===== config.mk =====
export PLATFORM = sky130hd
export DESIGN_NAME = bcd_clock_time_set_controller_core
export DESIGN_NICKNAME = d
export VERILOG_FILES = /design/src/rtl/bcdts_pkg.sv /design/src/rtl/bcd_clock_time_set_controller_core.sv
export SDC_FILE = /design/constraint.sdc
export NUM_CORES = 1
export LEC_CHECK = 0
export ABC_AREA = 1
export BUFFER_PORTS_ARGS = -buffer_cell sky130_fd_sc_hd__buf_2
export CORE_AREA = 2 2 220 222
export CTS_CLUSTER_SIZE = 8
export DETAILED_ROUTE_END_ITERATION = 6
export DIE_AREA = 0 0 222 224
export HOLD_SLACK_MARGIN = 0.02
export PLACE_DENSITY = 0.46
export SYNTH_ARGS = -nofsm -noshare
export SYNTH_HDL_FRONTEND = slang
export SYNTH_SLANG_ARGS = --single-unit

===== constraint.sdc =====
create_clock -name clk_i -period 7.2 [get_ports clk_i]
set_clock_uncertainty 0.1 [all_clocks]
set_input_delay 0.72 -clock clk_i [delete_from_list [all_inputs] [get_ports clk_i]]
set_output_delay 0.72 -clock clk_i [all_outputs]
set_load 0.02 [all_outputs]

===== src/rtl/bcdts_pkg.sv =====
// Package with event codes, edit modes, field masks and the BCD adjust function.
`timescale 1ns / 1ps

package bcdts_pkg;

  // Button event codes carried in the input item.
  localparam logic [1:0] FUNC_NONE  = 2'd0;
  localparam logic [1:0] FUNC_SET   = 2'd1;
  localparam logic [1:0] FUNC_MINUS = 2'd2;
  localparam logic [1:0] FUNC_PLUS  = 2'd3;

  // Edit modes, which also select the field under edit.
  localparam logic [2:0] MODE_CLOCK   = 3'd0;
  localparam logic [2:0] MODE_HOURS   = 3'd1;
  localparam logic [2:0] MODE_MINUTES = 3'd2;
  localparam logic [2:0] MODE_WEEKDAY = 3'd3;
  localparam logic [2:0] MODE_DAY     = 3'd4;
  localparam logic [2:0] MODE_MONTH   = 3'd5;
  localparam logic [2:0] MODE_YEAR    = 3'd6;

  // Reset value of the idle timeout register.
  localparam logic [7:0] TIMEOUT_RESET = 8'd5;

  // Addends for BCD decrement and increment.
  localparam logic [7:0] BCD_DEC_ADDEND = 8'h99;
  localparam logic [7:0] BCD_INC_ADDEND = 8'h01;

  // Field limits in BCD (weekday is binary).
  localparam logic [7:0] HOURS_MAX   = 8'h23;
  localparam logic [7:0] MINUTES_MAX = 8'h59;
  localparam logic [2:0] WEEKDAY_MAX = 3'd6;
  localparam logic [7:0] DAY_MAX     = 8'h31;
  localparam logic [7:0] MONTH_MAX   = 8'h12;
  localparam logic [7:0] YEAR_MAX    = 8'h99;
  localparam logic [7:0] BCD_ONE     = 8'h01;

  // Masked input item held in the input register.
  typedef struct packed {
    logic [1:0] func;
    logic [6:0] seconds;
    logic [6:0] minutes;
    logic [5:0] hours;
    logic [5:0] day;
    logic [2:0] weekday;
    logic [4:0] month;
    logic [7:0] year;
  } in_item_t;

  // Binary add followed by a decimal adjust, as an 8-bit accumulator does it.
  function automatic logic [7:0] add_daa(input logic [7:0] val, input logic [7:0] addend);
    logic [8:0] sum;
    logic [4:0] nib_sum;
    logic       cy;
    logic       ac;
    logic [7:0] a;
    logic [3:0] lo;
    logic [3:0] hi;
    logic [7:0] corr;
    sum     = {1'b0, val} + {1'b0, addend};
    nib_sum = {1'b0, val[3:0]} + {1'b0, addend[3:0]};
    cy      = sum[8];
    ac      = nib_sum[4];
    a       = sum[7:0];
    lo      = a[3:0];
    hi      = a[7:4];
    corr    = 8'h00;
    if (ac || (lo > 4'd9)) begin
      corr = corr + 8'h06;
    end
    if (cy || (hi > 4'd9) || ((hi >= 4'd9) && (lo > 4'd9))) begin
      corr = corr + 8'h60;
    end
    return a + corr;
  endfunction

endpackage


===== src/rtl/bcd_clock_time_set_controller_core.sv =====
// Top level of the BCD clock time-set controller: input register, edit logic, result register.
`timescale 1ns / 1ps

//  Channel   Direction  Payload
//  s_axis    in         tuser: func; tdata: seven raw clock bytes
//  m_axis    out        tuser: edit_mode, write_time; tdata: six edited time fields
//  cfg       in         idle_timeout_seconds, written when cfg_we_i is high
//
//  One item enters per cycle while the output is not stalled; each item passes through
//  the input register and the result register around the edit logic.
//  The mode, seconds tracking and press time update as an item moves into the
//  result register, so back-to-back items see each other's effects in order.
//  A stalled output holds its item; the input register keeps filling until both are full.
//  Reset clears the mode, counters, valid flags and loads the timeout with 5.

module bcd_clock_time_set_controller_core
  import bcdts_pkg::*;
(
  input  logic        clk_i,
  input  logic        rst_ni,
  // Configuration write: idle_timeout_seconds.
  input  logic        cfg_we_i,
  input  logic [7:0]  cfg_wdata_i,
  // Input items.
  input  logic        s_axis_tvalid,
  output logic        s_axis_tready,
  // tdata: raw_seconds[7:0], raw_minutes[15:8], raw_hours[23:16], raw_day[31:24],
  //        raw_weekday[39:32], raw_month[47:40], raw_year[55:48]
  input  logic [55:0] s_axis_tdata,
  // tuser: func[1:0]
  input  logic [1:0]  s_axis_tuser,
  // Result items.
  output logic        m_axis_tvalid,
  input  logic        m_axis_tready,
  // tdata: out_hours[5:0], out_minutes[12:6], out_weekday[15:13], out_day[21:16],
  //        out_month[26:22], out_year[34:27], zero[39:35]
  output logic [39:0] m_axis_tdata,
  // tuser: edit_mode[2:0], write_time[3]
  output logic [3:0]  m_axis_tuser
);

  logic        in_valid_q;
  in_item_t    in_item_q;
  in_item_t    in_item_d;
  logic        out_valid_q;
  logic [39:0] out_data_q;
  logic [39:0] out_data_d;
  logic [3:0]  out_user_q;
  logic [3:0]  out_user_d;

  logic [7:0]  timeout_q;
  logic [2:0]  mode_q;
  logic [2:0]  mode_d;
  logic [6:0]  last_sec_q;
  logic [31:0] sec_count_q;
  logic [31:0] sec_count_d;
  logic [31:0] press_count_q;
  logic [31:0] press_count_d;

  logic        out_free;
  logic        advance;
  logic        in_take;

  logic [7:0]  hrs_w;
  logic [7:0]  mins_w;
  logic [2:0]  wday_w;
  logic [7:0]  day_w;
  logic [7:0]  mon_w;
  logic [7:0]  year_w;
  logic        write_w;
  logic        pressed;
  logic [31:0] idle_span;

  // Handshake: the result register frees when taken, the input register when it advances.
  assign out_free      = !out_valid_q || m_axis_tready;
  assign advance       = in_valid_q && out_free;
  assign s_axis_tready = !in_valid_q || out_free;
  assign in_take       = s_axis_tvalid && s_axis_tready;

  // Mask the raw bytes into their BCD fields on the way into the input register.
  always_comb begin
    in_item_d.func    = s_axis_tuser;
    in_item_d.seconds = s_axis_tdata[6:0];
    in_item_d.minutes = s_axis_tdata[14:8];
    in_item_d.hours   = s_axis_tdata[21:16];
    in_item_d.day     = s_axis_tdata[29:24];
    in_item_d.weekday = s_axis_tdata[34:32];
    in_item_d.month   = s_axis_tdata[44:40];
    in_item_d.year    = s_axis_tdata[55:48];
  end

  // Edit logic: count the second, handle the event, then check the idle timeout.
  always_comb begin
    hrs_w   = {2'b00, in_item_q.hours};
    mins_w  = {1'b0, in_item_q.minutes};
    wday_w  = in_item_q.weekday;
    day_w   = {2'b00, in_item_q.day};
    mon_w   = {3'b000, in_item_q.month};
    year_w  = in_item_q.year;
    write_w = 1'b0;
    pressed = 1'b0;
    mode_d  = mode_q;

    sec_count_d = sec_count_q;
    if (last_sec_q != in_item_q.seconds) begin
      sec_count_d = sec_count_q + 32'd1;
    end

    if (in_item_q.func == FUNC_SET) begin
      pressed = 1'b1;
      if (mode_q == MODE_CLOCK) begin
        mode_d = MODE_HOURS;
      end else if (mode_q >= MODE_YEAR) begin
        mode_d = MODE_HOURS;
      end else begin
        mode_d = mode_q + 3'd1;
      end
    end else if ((in_item_q.func == FUNC_MINUS) && (mode_q != MODE_CLOCK)) begin
      pressed = 1'b1;
      write_w = 1'b1;
      case (mode_q)
        MODE_HOURS: begin
          hrs_w = (hrs_w > 8'h00) ? add_daa(hrs_w, BCD_DEC_ADDEND) : HOURS_MAX;
        end
        MODE_MINUTES: begin
          mins_w = (mins_w > 8'h00) ? add_daa(mins_w, BCD_DEC_ADDEND) : MINUTES_MAX;
        end
        MODE_WEEKDAY: begin
          wday_w = (wday_w > 3'd0) ? (wday_w - 3'd1) : WEEKDAY_MAX;
        end
        MODE_DAY: begin
          day_w = (day_w > BCD_ONE) ? add_daa(day_w, BCD_DEC_ADDEND) : DAY_MAX;
        end
        MODE_MONTH: begin
          mon_w = (mon_w > BCD_ONE) ? add_daa(mon_w, BCD_DEC_ADDEND) : MONTH_MAX;
        end
        default: begin
          year_w = (year_w > BCD_ONE) ? add_daa(year_w, BCD_DEC_ADDEND) : YEAR_MAX;
        end
      endcase
    end else if ((in_item_q.func == FUNC_PLUS) && (mode_q != MODE_CLOCK)) begin
      pressed = 1'b1;
      write_w = 1'b1;
      case (mode_q)
        MODE_HOURS: begin
          hrs_w = (hrs_w < HOURS_MAX) ? add_daa(hrs_w, BCD_INC_ADDEND) : 8'h00;
        end
        MODE_MINUTES: begin
          mins_w = (mins_w < MINUTES_MAX) ? add_daa(mins_w, BCD_INC_ADDEND) : 8'h00;
        end
        MODE_WEEKDAY: begin
          wday_w = (wday_w < WEEKDAY_MAX) ? (wday_w + 3'd1) : 3'd0;
        end
        MODE_DAY: begin
          day_w = (day_w < DAY_MAX) ? add_daa(day_w, BCD_INC_ADDEND) : BCD_ONE;
        end
        MODE_MONTH: begin
          mon_w = (mon_w < MONTH_MAX) ? add_daa(mon_w, BCD_INC_ADDEND) : BCD_ONE;
        end
        default: begin
          year_w = (year_w < YEAR_MAX) ? add_daa(year_w, BCD_INC_ADDEND) : BCD_ONE;
        end
      endcase
    end

    // Every press records the current second count.
    press_count_d = pressed ? sec_count_d : press_count_q;

    // Leave edit mode once the idle span exceeds the timeout (modulo 2^32).
    idle_span = sec_count_d - press_count_d;
    if (idle_span > {24'd0, timeout_q}) begin
      mode_d = MODE_CLOCK;
    end
  end

  // Pack the result item.
  assign out_data_d = {5'd0, year_w, mon_w[4:0], day_w[5:0], wday_w, mins_w[6:0], hrs_w[5:0]};
  assign out_user_d = {write_w, mode_d};

  // Control state, counters and configuration.
  always_ff @(posedge clk_i or negedge rst_ni) begin
    if (!rst_ni) begin
      in_valid_q    <= 1'b0;
      out_valid_q   <= 1'b0;
      timeout_q     <= TIMEOUT_RESET;
      mode_q        <= MODE_CLOCK;
      last_sec_q    <= 7'd0;
      sec_count_q   <= 32'd0;
      press_count_q <= 32'd0;
    end else begin
      if (cfg_we_i) begin
        timeout_q <= cfg_wdata_i;
      end
      if (in_take) begin
        in_valid_q <= 1'b1;
      end else if (advance) begin
        in_valid_q <= 1'b0;
      end
      if (advance) begin
        out_valid_q <= 1'b1;
      end else if (m_axis_tready) begin
        out_valid_q <= 1'b0;
      end
      if (advance) begin
        mode_q        <= mode_d;
        last_sec_q    <= in_item_q.seconds;
        sec_count_q   <= sec_count_d;
        press_count_q <= press_count_d;
      end
    end
  end

  // Payload registers.
  always_ff @(posedge clk_i) begin
    if (in_take) begin
      in_item_q <= in_item_d;
    end
    if (advance) begin
      out_data_q <= out_data_d;
      out_user_q <= out_user_d;
    end
  end

  assign m_axis_tvalid = out_valid_q;
  assign m_axis_tdata  = out_data_q;
  assign m_axis_tuser  = out_user_q;

endmodule

==> results.ini, run 1 <==
[floorplan]
fp.dieW_um = 222
std_cell_rows = 80
die-area_um2 = 49700
start_util_pct = 29.6
core_area_um2 = 47300
io_pins = 117
chipHeight_um = 224

[yosys]
syn_inst = 2023
ys_seq_area_share_pct = 32.8
synthAdderAreaFrac_pct = 7.31
synth-compound-area-share_pct = 12.3
yosys_warnings = 0
yosys.area.top_type_share_pct = 17.8
syn_area_um2 = 14000
ys_types = 60
async_reset_ff_share_pct = 50.3
ys_top_cells_by_area = edfxtp_1 18%, nand2_1 16%, dfrtp_1 15%
synthSimpleGateAreaFrac_pct = 33.8
synth.area.mux_share_pct = 0.312
synth_edf_count = 83
synth_seq_cells = 167
synth_area_leader_cell = edfxtp_1
synth_xor_area_share_pct = 4.18
synth_top_family_by_area = simple AND/OR/NAND/NOR gates
synthFlopType = edfxtp_1
syn_area_per_cell_um2 = 6.94

[routing]
remaining_drc_errors = 0
via_per_inst = 4.80
drt-total-wl_um = 41700
drt-pass1-iter-count = 5
ant_nets = 0
num_vias = 13100
wl_per_cell_um = 15.3
drt_first_iter_violations = 748

[clock_network]
cts_root_buffer = clkbuf_16
cts_buffer_depth = 2
cts.clk_slew.worst_paths_ns = 0.07
post_cts_buffers = 0
cts-buffers-inserted = 17
cts_hold_buffers = 0
clkLatencyLatePin_ns = 0.50
cts.sinks = 167
cts_tree = built
postCtsResizedCells = 0
h-tree-depth = 4

[pwr]
p_seq_share_pct = 26.1
p_int_mw = 2.70
p_leak_nw = 7.61
power_frac_comb_pct = 55.5
p_clk_share_pct = 18.4
vdd_drop_max_mv = 0.234
p_switching_mw = 2.61
swShare_pct = 49.1
powerDensity_nw_per_um2 = 337

[critical_path]
crit_type = reg2reg
arrival_ns = 5.41
worstSetupEndpointType = register
crit_top_cell = nand2_1
critPathSlowestCell = xor2_1
required_ns = 7.41
critPathMaxStageDelay_ns = 0.58
worstPathMaxFanout = 21
crit_path_start_kind = register
rrSetupSlack_ns = 2.01

[cells_and_area]
final_cell_mix = 603 x nand2_1, 265 x inv_1, 176 x nor2_1, 149 x nand3_1, 135 x o21ai_0
layout-drive-gt1-share_pct = 11.2
layout.nets = 2252
syn2layout_area_growth_pct = 12.1
diodes = 0
final_common_cell = nand2_1
fill_cells = 5163

[hold_path]
hp-class = in2async

[grt]
antenna_found_initial = 0
grt_pass1_wl_um = 67200
grt_pass1_vias = 12700
grt_usage_pct = 17.2
overflow = 0
grt_max_degree = 96

[sta]
hold_viol = 0
tns_ns = 0
period_share_pct = 72.1
worstMarginPinSlew_ns = 1.09
fin_crit_ns = 5.19
setup_viol = 0
slew_headroom_pct = 27.4
drv_slew = 0
rsz0062_at_grt = false
clock.fmax_mhz = 193
fin_ws_ns = 2.01

[job]
max_cap_viol_count = 0

[placement]
dpl_worst_slack_ns = 1.99
dpl.hpwl_um = 32800
place_congestion = 0.897
io_buffers = 97

[run_status]
status = completed

==> layer usage <==
metal / share of wire (%) / GRT usage, % / up-vias / routed length (um)
met1: 47 / 22.1 / 6054 / 19500
li1: - / - / 6807 / -
met2: 48 / 29.1 / 215 / 20000
met3: 3.2 / 2.82 / 37 / 1320
met4: 1.9 / 5.84 / 0 / 805
met5: 0 / 0 / - / 0
==> critical path: cells and delay by family, from the launching register on <==
family,cells,cell delay [ns]
simple gates,18,2.29
fa+ha+maj,3,0.61
xor+xnor,3,0.94
compound gates,3,0.44
flops,1,0.41
buf+inv,3,0.20
==> cell type report <==
type                       count  area [um^2]  area share [%]
timing repair buffer         105          548            3.48
clock buffer                  17          425            2.70
tap                          615          769            4.89
clock inverter                15          175            1.11
inverter                     283         1060            6.76
sequential                   167         4600            29.2
multi-input combinational   1531         8160            51.8
==> kinds of logic after synthesis <==
family                     after synthesis
and+or+nand+nor                       1082
buffers and inverters                  329
AOI/OAI and AO/OA                      297
DFF                                    167
adders and majority gates               76
xor gates and xnor gates                67
muxes                                    4
other                                    1
==> power groups by stage <==
stage | registers, mW | clock network [mW] | logic (mW)
2_1_floorplan | 1.41 | 0 | 2.16
3_3_place_gp | 1.40 | 0 | 2.93
3_5_place_dp | 1.40 | 0 | 2.95
4_1_cts | 1.39 | 1.01 | 2.97
5_1_grt | 1.42 | 1.04 | 3.38
6_report | 1.39 | 0.974 | 2.95
==> path summary, 6_finish.rpt <==
kind                                          startpoint                             to  cells past startpoint
setup / recovery                 in_item_q[41]$_DFFE_PP_      m_axis_tuser[1]$_DFFE_PP_                     30
hold / removal                                    rst_ni   press_count_q[6]$_DFFE_PN0P_                      1
setup reg to reg                 in_item_q[41]$_DFFE_PP_      m_axis_tuser[1]$_DFFE_PP_                     30
hold reg to reg            press_count_q[26]$_DFFE_PN0P_  press_count_q[26]$_DFFE_PN0P_                      2
max in group asynchronous                         rst_ni  press_count_q[30]$_DFFE_PN0P_                      2
min in group clk_i                      s_axis_tdata[27]        in_item_q[19]$_DFFE_PP_                      1
==> cells in the mapped netlist (3+ instances only) <==
master     number
a211oi_1        5
a21o_1          5
a21oi_1        63
a221oi_1        5
a22oi_1         6
a31oi_1        10
a32oi_1         5
buf_2           8
buf_4           6
buf_6           4
clkbuf_1       27
clkinv_1        4
dfrtp_1        82
edfxtp_1       83
fa_1           10
ha_1           66
inv_1         266
inv_2          13
mux2_2          3
nand2_1       604
nand2_2        28
nand2_4         3
nand3_1       149
nand3_2         7
nand4_1        41
nor2_1        176
nor2_2         26
nor2_4         11
nor3_1         20
nor4_1          3
o2111ai_1       3
o211ai_1       20
o21ai_0       135
o21ai_1         7
o21bai_1        3
o221ai_1        8
o22ai_1         8
o31ai_1         5
xnor2_1        10
xor2_1         57
==> stage by stage <==
| step | total power [mW] | cell area, um^2 | std cells | util [%] | hold WS (ns) |
|---|---|---|---|---|---|
| after floorplan | 3.57 | 14000 | 2027 | - | 0.324 |
| after global placement | 4.33 | 15100 | 2701 | 32.0 | 0.362 |
| after detailed placement | 4.36 | 15100 | 2701 | 32.0 | 0.371 |
| after CTS | 5.36 | 15700 | 2733 | 33.2 | 0.113 |
| after global routing | 5.84 | 15700 | 2733 | 33.2 | 0.145 |
| final | 5.31 | 15700 | 2733 | 33.2 | 0.120 |
==> state kept, by name, summed over array words and instances, names as in the netlist, 3 cells and up <==
signal,count
press_count_q,32
timeout_q,8
mode_q,3
last_sec_q,7
m_axis_tuser,4
sec_count_q,32
in_item_q,44
m_axis_tdata,35
No activity file was read; power rests on OpenSTA's default activity.
==> run 2, diff against run 1 <==
--- a/config.mk
+++ b/config.mk
@@ -12,7 +12,7 @@
 export DETAILED_ROUTE_END_ITERATION = 6
 export DIE_AREA = 0 0 222 224
 export HOLD_SLACK_MARGIN = 0.02
-export PLACE_DENSITY = 0.46
+export PLACE_DENSITY = 0.48
 export SYNTH_ARGS = -nofsm -noshare
 export SYNTH_HDL_FRONTEND = slang
 export SYNTH_SLANG_ARGS = --single-unit
==> constraint.sdc (replaced) <==
create_clock -name clk_i -period 4.6 [get_ports clk_i]
set_clock_uncertainty 0.1 [all_clocks]
set_input_delay 0.46 -clock clk_i [delete_from_list [all_inputs] [get_ports clk_i]]
set_output_delay 0.46 -clock clk_i [all_outputs]
set_load 0.02 [all_outputs]
==> run 2 against run 1 <==
- clock power up 54%
- combinational power is 66% higher
- total power grew 61%
- critical endpoint is now mode_q[1]$_DFFE_PN0P_
==> results.ini, run 2 (synthesized netlist as in run 1, its figures left out) <==
[run_status]
status = completed

[cells_and_area]
regMostFlops = in_item_q
final_cell_mix = 596 x nand2_1, 263 x inv_1, 172 x nor2_1, 147 x nand3_1, 134 x o21ai_0
layout.cells.non_filler = 2806
fill_cells = 5118
layout.nets = 2325
syn2layout_area_growth_pct = 18.0
largest_reg_flops = 44
diodes = 0
stdcell_area_um2 = 16600
layout-drive-gt1-share_pct = 13.8
final_common_cell = nand2_1

[floorplan]
core_area_um2 = 47300
io_pins = 117
std_cell_rows = 80
die-area_um2 = 49700
chipHeight_um = 224
fp.dieW_um = 222
start_util_pct = 29.6

[routing]
via_per_inst = 4.83
remaining_drc_errors = 0
wl_per_cell_um = 15.3
drt-pass1-iter-count = 5
drt-total-wl_um = 42900
drt_first_iter_violations = 965
ant_nets = 0
num_vias = 13600

[sta]
slew_headroom_pct = 26.0
period_share_pct = 92.9
rsz0062_at_grt = true
setup_viol = 0
fin_ws_ns = 0.325
drv_slew = 0
fin_crit_ns = 4.27
worstMarginPinSlew_ns = 1.11
clock.fmax_mhz = 234
hold_viol = 0

[critical_path]
crit_type = reg2reg
critPathSlowestCell = edfxtp_1
critPathMaxStageDelay_ns = 0.41
worstPathMaxFanout = 7
crit_path_start_kind = register
crit_top_cell = nand2_1
worstSetupEndpointType = register
arrival_ns = 4.58
required_ns = 4.91

[clock_network]
cts-buffers-inserted = 17
cts_buffer_depth = 2
cts_root_buffer = clkbuf_16
cts.clk_slew.worst_paths_ns = 0.07
h-tree-depth = 4
cts.sinks = 167
clkLatencyLatePin_ns = 0.50
cts_tree = built

[placement]
dpl_worst_slack_ns = 0.0132
dpl.hpwl_um = 33600
postPlaceCellArea_um2 = 15300
io_buffers = 97
dp.cells = 2728
place_congestion = 0.874

[grt]
met1_usage_pct = 23.3
use_met2_pct = 29.3
overflow = 0
top_usage_layer = met2
antenna_found_initial = 0
grt_pass1_vias = 12800
grt_pass1_wl_um = 68500
grt_max_degree = 95
met3_usage_pct = 2.98
grt_usage_pct = 17.6

[pwr]
vdd_drop_max_mv = 0.374
powerDensity_nw_per_um2 = 518
power_mw = 8.57
p_leak_nw = 8.00

[hold_path]
hp-class = in2reg

[job]
max_cap_viol_count = 0

## run 2: cell count changes in the layout (fill, tap and decap cells not counted), moves of 4 or more
cell,previous run,this run
buf_12,0,4
xor2_1,57,53
dlygate4sd3_1,0,35
nor3_1,20,15
nand2_1,603,596
xor2_2,0,4
buf_4,9,41
nor3_2,0,5
nand2_2,29,35
nor2_1,176,172
## run 2: metal layers
| layer | up-vias | wire length, um |
|---|---|---|
| li1 | 6940 | - |
| met1 | 6335 | 20100 |
| met2 | 246 | 20200 |
| met3 | 44 | 1650 |
| met4 | 0 | 880 |
| met5 | - | 0 |
## run 2: what timing repair did
| item | in CTS | in global routing |
|---|---|---|
| endpoints found under the hold margin | 85 | 0 |
| hold buffers | 35 | 0 |
| gates cloned | 0 | 1 |
| pin swaps | 0 | 15 |
| resized for setup | 1 | 38 |
| endpoints found under the setup margin | 4 | 6 |
| setup buffers | 0 | 10 |
## run 2: area by class of cell
| type | instances | area, um^2 | area share (%) |
|---|---|---|---|
| clock buffers | 18 | 429 | 2.59 |
| well taps | 615 | 769 | 4.65 |
| multi-input cells | 1531 | 8270 | 50.0 |
| clock inverters | 14 | 161 | 0.975 |
| flip-flops and latches | 167 | 4600 | 27.8 |
| repair buffers | 178 | 1250 | 7.58 |
| inverters | 283 | 1070 | 6.44 |
## run 2: critical path, delay by kind of cell, from the launching register on
kind	cells	cell delay, ns
buffers and inverters	3	0.39
AO/OA/AOI/OAI	3	0.33
XOR/XNOR	3	0.53
adder cells (fa/ha/maj)	2	0.64
AND/OR/NAND/NOR	17	1.67
multiplexers	1	0.12
flip-flops	1	0.41
## run 2: path summary, 6_finish.rpt
| kind | from | to | slack, ns | cells past startpoint |
|---|---|---|---|---|
| hold reg to reg | press_count_q[25]$_DFFE_PN0P_ | press_count_q[25]$_DFFE_PN0P_ | 0.39 | 2 |
| hold / removal | s_axis_tdata[51] | in_item_q[3]$_DFFE_PP_ | 0.06 | 1 |
| max in group asynchronous | rst_ni | mode_q[1]$_DFFE_PN0P_ | 2.92 | 3 |
| min in group asynchronous | rst_ni | press_count_q[21]$_DFFE_PN0P_ | 0.49 | 2 |
| setup reg to reg | in_item_q[37]$_DFFE_PP_ | mode_q[1]$_DFFE_PN0P_ | 0.33 | 29 |
| setup / recovery | in_item_q[37]$_DFFE_PP_ | mode_q[1]$_DFFE_PN0P_ | 0.33 | 29 |
## run 2: where the power goes
part           internal [mW]  leakage [nW]  switching, mW
Combinational           1.64          5.82           3.27
Clock                  0.810         0.284          0.692
Sequential              1.91          1.89          0.246
## run 2: metrics by stage
stage               setup TNS [ns]  utilization (%)  hold slack, ns
detailed placement               0             32.4           0.369
floorplan                        0                -          0.0644
global placement                 0             32.4           0.363
CTS                              0             34.4          0.0215
global route                -0.454             35.0          0.0359
finish                           0             35.0          0.0588
==> run 3, diff against run 2 <==
--- a/config.mk
+++ b/config.mk
@@ -11,7 +11,6 @@
 export CTS_CLUSTER_SIZE = 8
 export DETAILED_ROUTE_END_ITERATION = 6
 export DIE_AREA = 0 0 222 224
-export HOLD_SLACK_MARGIN = 0.02
 export PLACE_DENSITY = 0.48
 export SYNTH_ARGS = -nofsm -noshare
 export SYNTH_HDL_FRONTEND = slang
==> constraint.sdc (replaced) <==
create_clock -name clk_i -period 4.6 [get_ports clk_i]
set_clock_uncertainty 0.1 [all_clocks]
set_input_delay 0 -clock clk_i [delete_from_list [all_inputs] [get_ports clk_i]]
set_output_delay 0 -clock clk_i [all_outputs]
set_load 0.02 [all_outputs]
==> run 3 against run 2 <==
- combinational power hardly changed
- first-iteration DRC count is 2.6% higher
- total power is 1.4% lower
- sequential power hardly changed
- clock-buffer cell count is 1 lower
- critical path type unchanged
==> results.ini, run 3 (synthesized netlist as in run 1, its figures left out) <==
[routing]
num_vias = 13900
wl_per_cell_um = 15.3
drt-total-wl_um = 43400
drt-pass1-iter-count = 5
remaining_drc_errors = 0
drt_first_iter_violations = 990
ant_nets = 0
via_per_inst = 4.91

[grt]
grt_max_degree = 95
overflow = 0
antenna_found_initial = 0
grt_usage_pct = 17.7
grt_pass1_wl_um = 69100
grt_pass1_vias = 13100

[critical_path]
required_ns = 4.91
critPathMaxStageDelay_ns = 0.40
worstSetupEndpointType = register
critPathSlowestCell = edfxtp_1
crit_type = reg2reg
arrival_ns = 4.58
crit_top_cell = nand2_1
crit_path_start_kind = register
worstPathMaxFanout = 6

[floorplan]
fp.dieW_um = 222
chipHeight_um = 224
io_pins = 117
core_area_um2 = 47300
die-area_um2 = 49700
std_cell_rows = 80
start_util_pct = 29.6

[sta]
hold_viol = 0
slew_headroom_pct = 26.5
fin_ws_ns = 0.327
worstMarginPinSlew_ns = 1.10
tns_ns = 0
rsz0062_at_grt = true
drv_slew = 0
period_share_pct = 92.9
hold-worst-slack_ns = 0.0241
fin_crit_ns = 4.27
setup_viol = 0
clock.fmax_mhz = 234

[placement]
io_buffers = 97
dpl_worst_slack_ns = 0.0465
place_congestion = 0.901
dpl.hpwl_um = 33200
postPlaceCellArea_um2 = 15300
dp.cells = 2723

[cells_and_area]
regMostFlops = in_item_q
syn2layout_area_growth_pct = 19.2
stdcell_area_um2 = 16700
final_core_util_pct = 35.3
layout-drive-gt1-share_pct = 12.7
final_cell_mix = 599 x nand2_1, 264 x inv_1, 176 x nor2_1, 149 x nand3_1, 134 x o21ai_0
final_common_cell = nand2_1
layout.nets = 2349
largest_reg_flops = 44
layout.cells.non_filler = 2830
diodes = 0
fill_cells = 5055

[run_status]
status = completed

[clock_network]
cts.clk_slew.worst_paths_ns = 0.08
cts.sinks = 167
clkLatencyLatePin_ns = 0.50
cts_buffer_depth = 2
cts_root_buffer = clkbuf_16
cts_tree = built
h-tree-depth = 4
cts-buffers-inserted = 17

[pwr]
power_mw = 8.45
vdd_drop_max_mv = 0.354
p_leak_nw = 8.04
powerDensity_nw_per_um2 = 505

[hold_path]
hp-class = in2async

[job]
max_cap_viol_count = 0

==> run 3: cell types whose count changed in the layout (fill, tap and decap cells not counted), sizes merged <==
cell         delta
dlygate4sd3    +37
bufinv          -2
clkinvlp        +1
buf            -12
clkbuf          -2
inv             +2
==> run 3: area by class of cell <==
cell class	count	area (um^2)	area share, %
Multi-Input combinational cell	1531	8260	49.4
Sequential cell	167	4600	27.5
Timing Repair Buffer	202	1490	8.90
Inverter	283	1060	6.36
Tap cell	615	769	4.60
Clock buffer	17	425	2.54
Clock inverter	15	116	0.696
==> run 3: worst max-delay path, delay by kind of cell, from the launching register on <==
| kind | cells | cell delay (ns) |
|---|---|---|
| compound gates | 3 | 0.36 |
| xor+xnor | 3 | 0.56 |
| fa+ha+maj | 2 | 0.64 |
| buf+inv | 3 | 0.33 |
| flops | 1 | 0.40 |
| mux | 1 | 0.13 |
| simple gates | 18 | 1.66 |
==> run 3: what timing repair did <==
item                                    4_1_cts  5_1_grt
setup buffers                                 0        3
resized for setup                             1       31
pin swaps                                     0        9
hold buffers                                 72        0
endpoints found under the hold margin       104        0
gates cloned                                  0        0
endpoints found under the setup margin        3        6
==> run 3: worst paths after layout <==
check | slack [ns] | endpoint | cells past startpoint | startpoint
hold / removal | 0.02 | sec_count_q[11]$_DFFE_PN0P_ | 2 | rst_ni
hold reg to reg | 0.38 | press_count_q[24]$_DFFE_PN0P_ | 2 | press_count_q[24]$_DFFE_PN0P_
max in group asynchronous | 3.39 | press_count_q[19]$_DFFE_PN0P_ | 3 | rst_ni
setup / recovery | 0.33 | mode_q[0]$_DFFE_PN0P_ | 30 | in_item_q[41]$_DFFE_PP_
setup reg to reg | 0.33 | mode_q[0]$_DFFE_PN0P_ | 30 | in_item_q[41]$_DFFE_PP_
min in group clk_i | 0.11 | in_item_q[24]$_DFFE_PP_ | 2 | s_axis_tdata[18]
==> run 3: routing by layer <==
| metal | wire [um] | vias to the layer above | global-route usage, % |
|---|---|---|---|
| met5 | 0 | - | 0 |
| met4 | 1000 | 0 | 5.95 |
| met3 | 1860 | 56 | 3.42 |
| met2 | 20700 | 337 | 30.1 |
| met1 | 19800 | 6525 | 22.5 |
| li1 | - | 6971 | - |
==> run 3: report_power, final <==
part           internal (mW)  switching [mW]  total (mW)
clock                  0.699           0.712        1.41
combinational           1.60            3.28        4.88
sequential              1.91           0.249        2.16
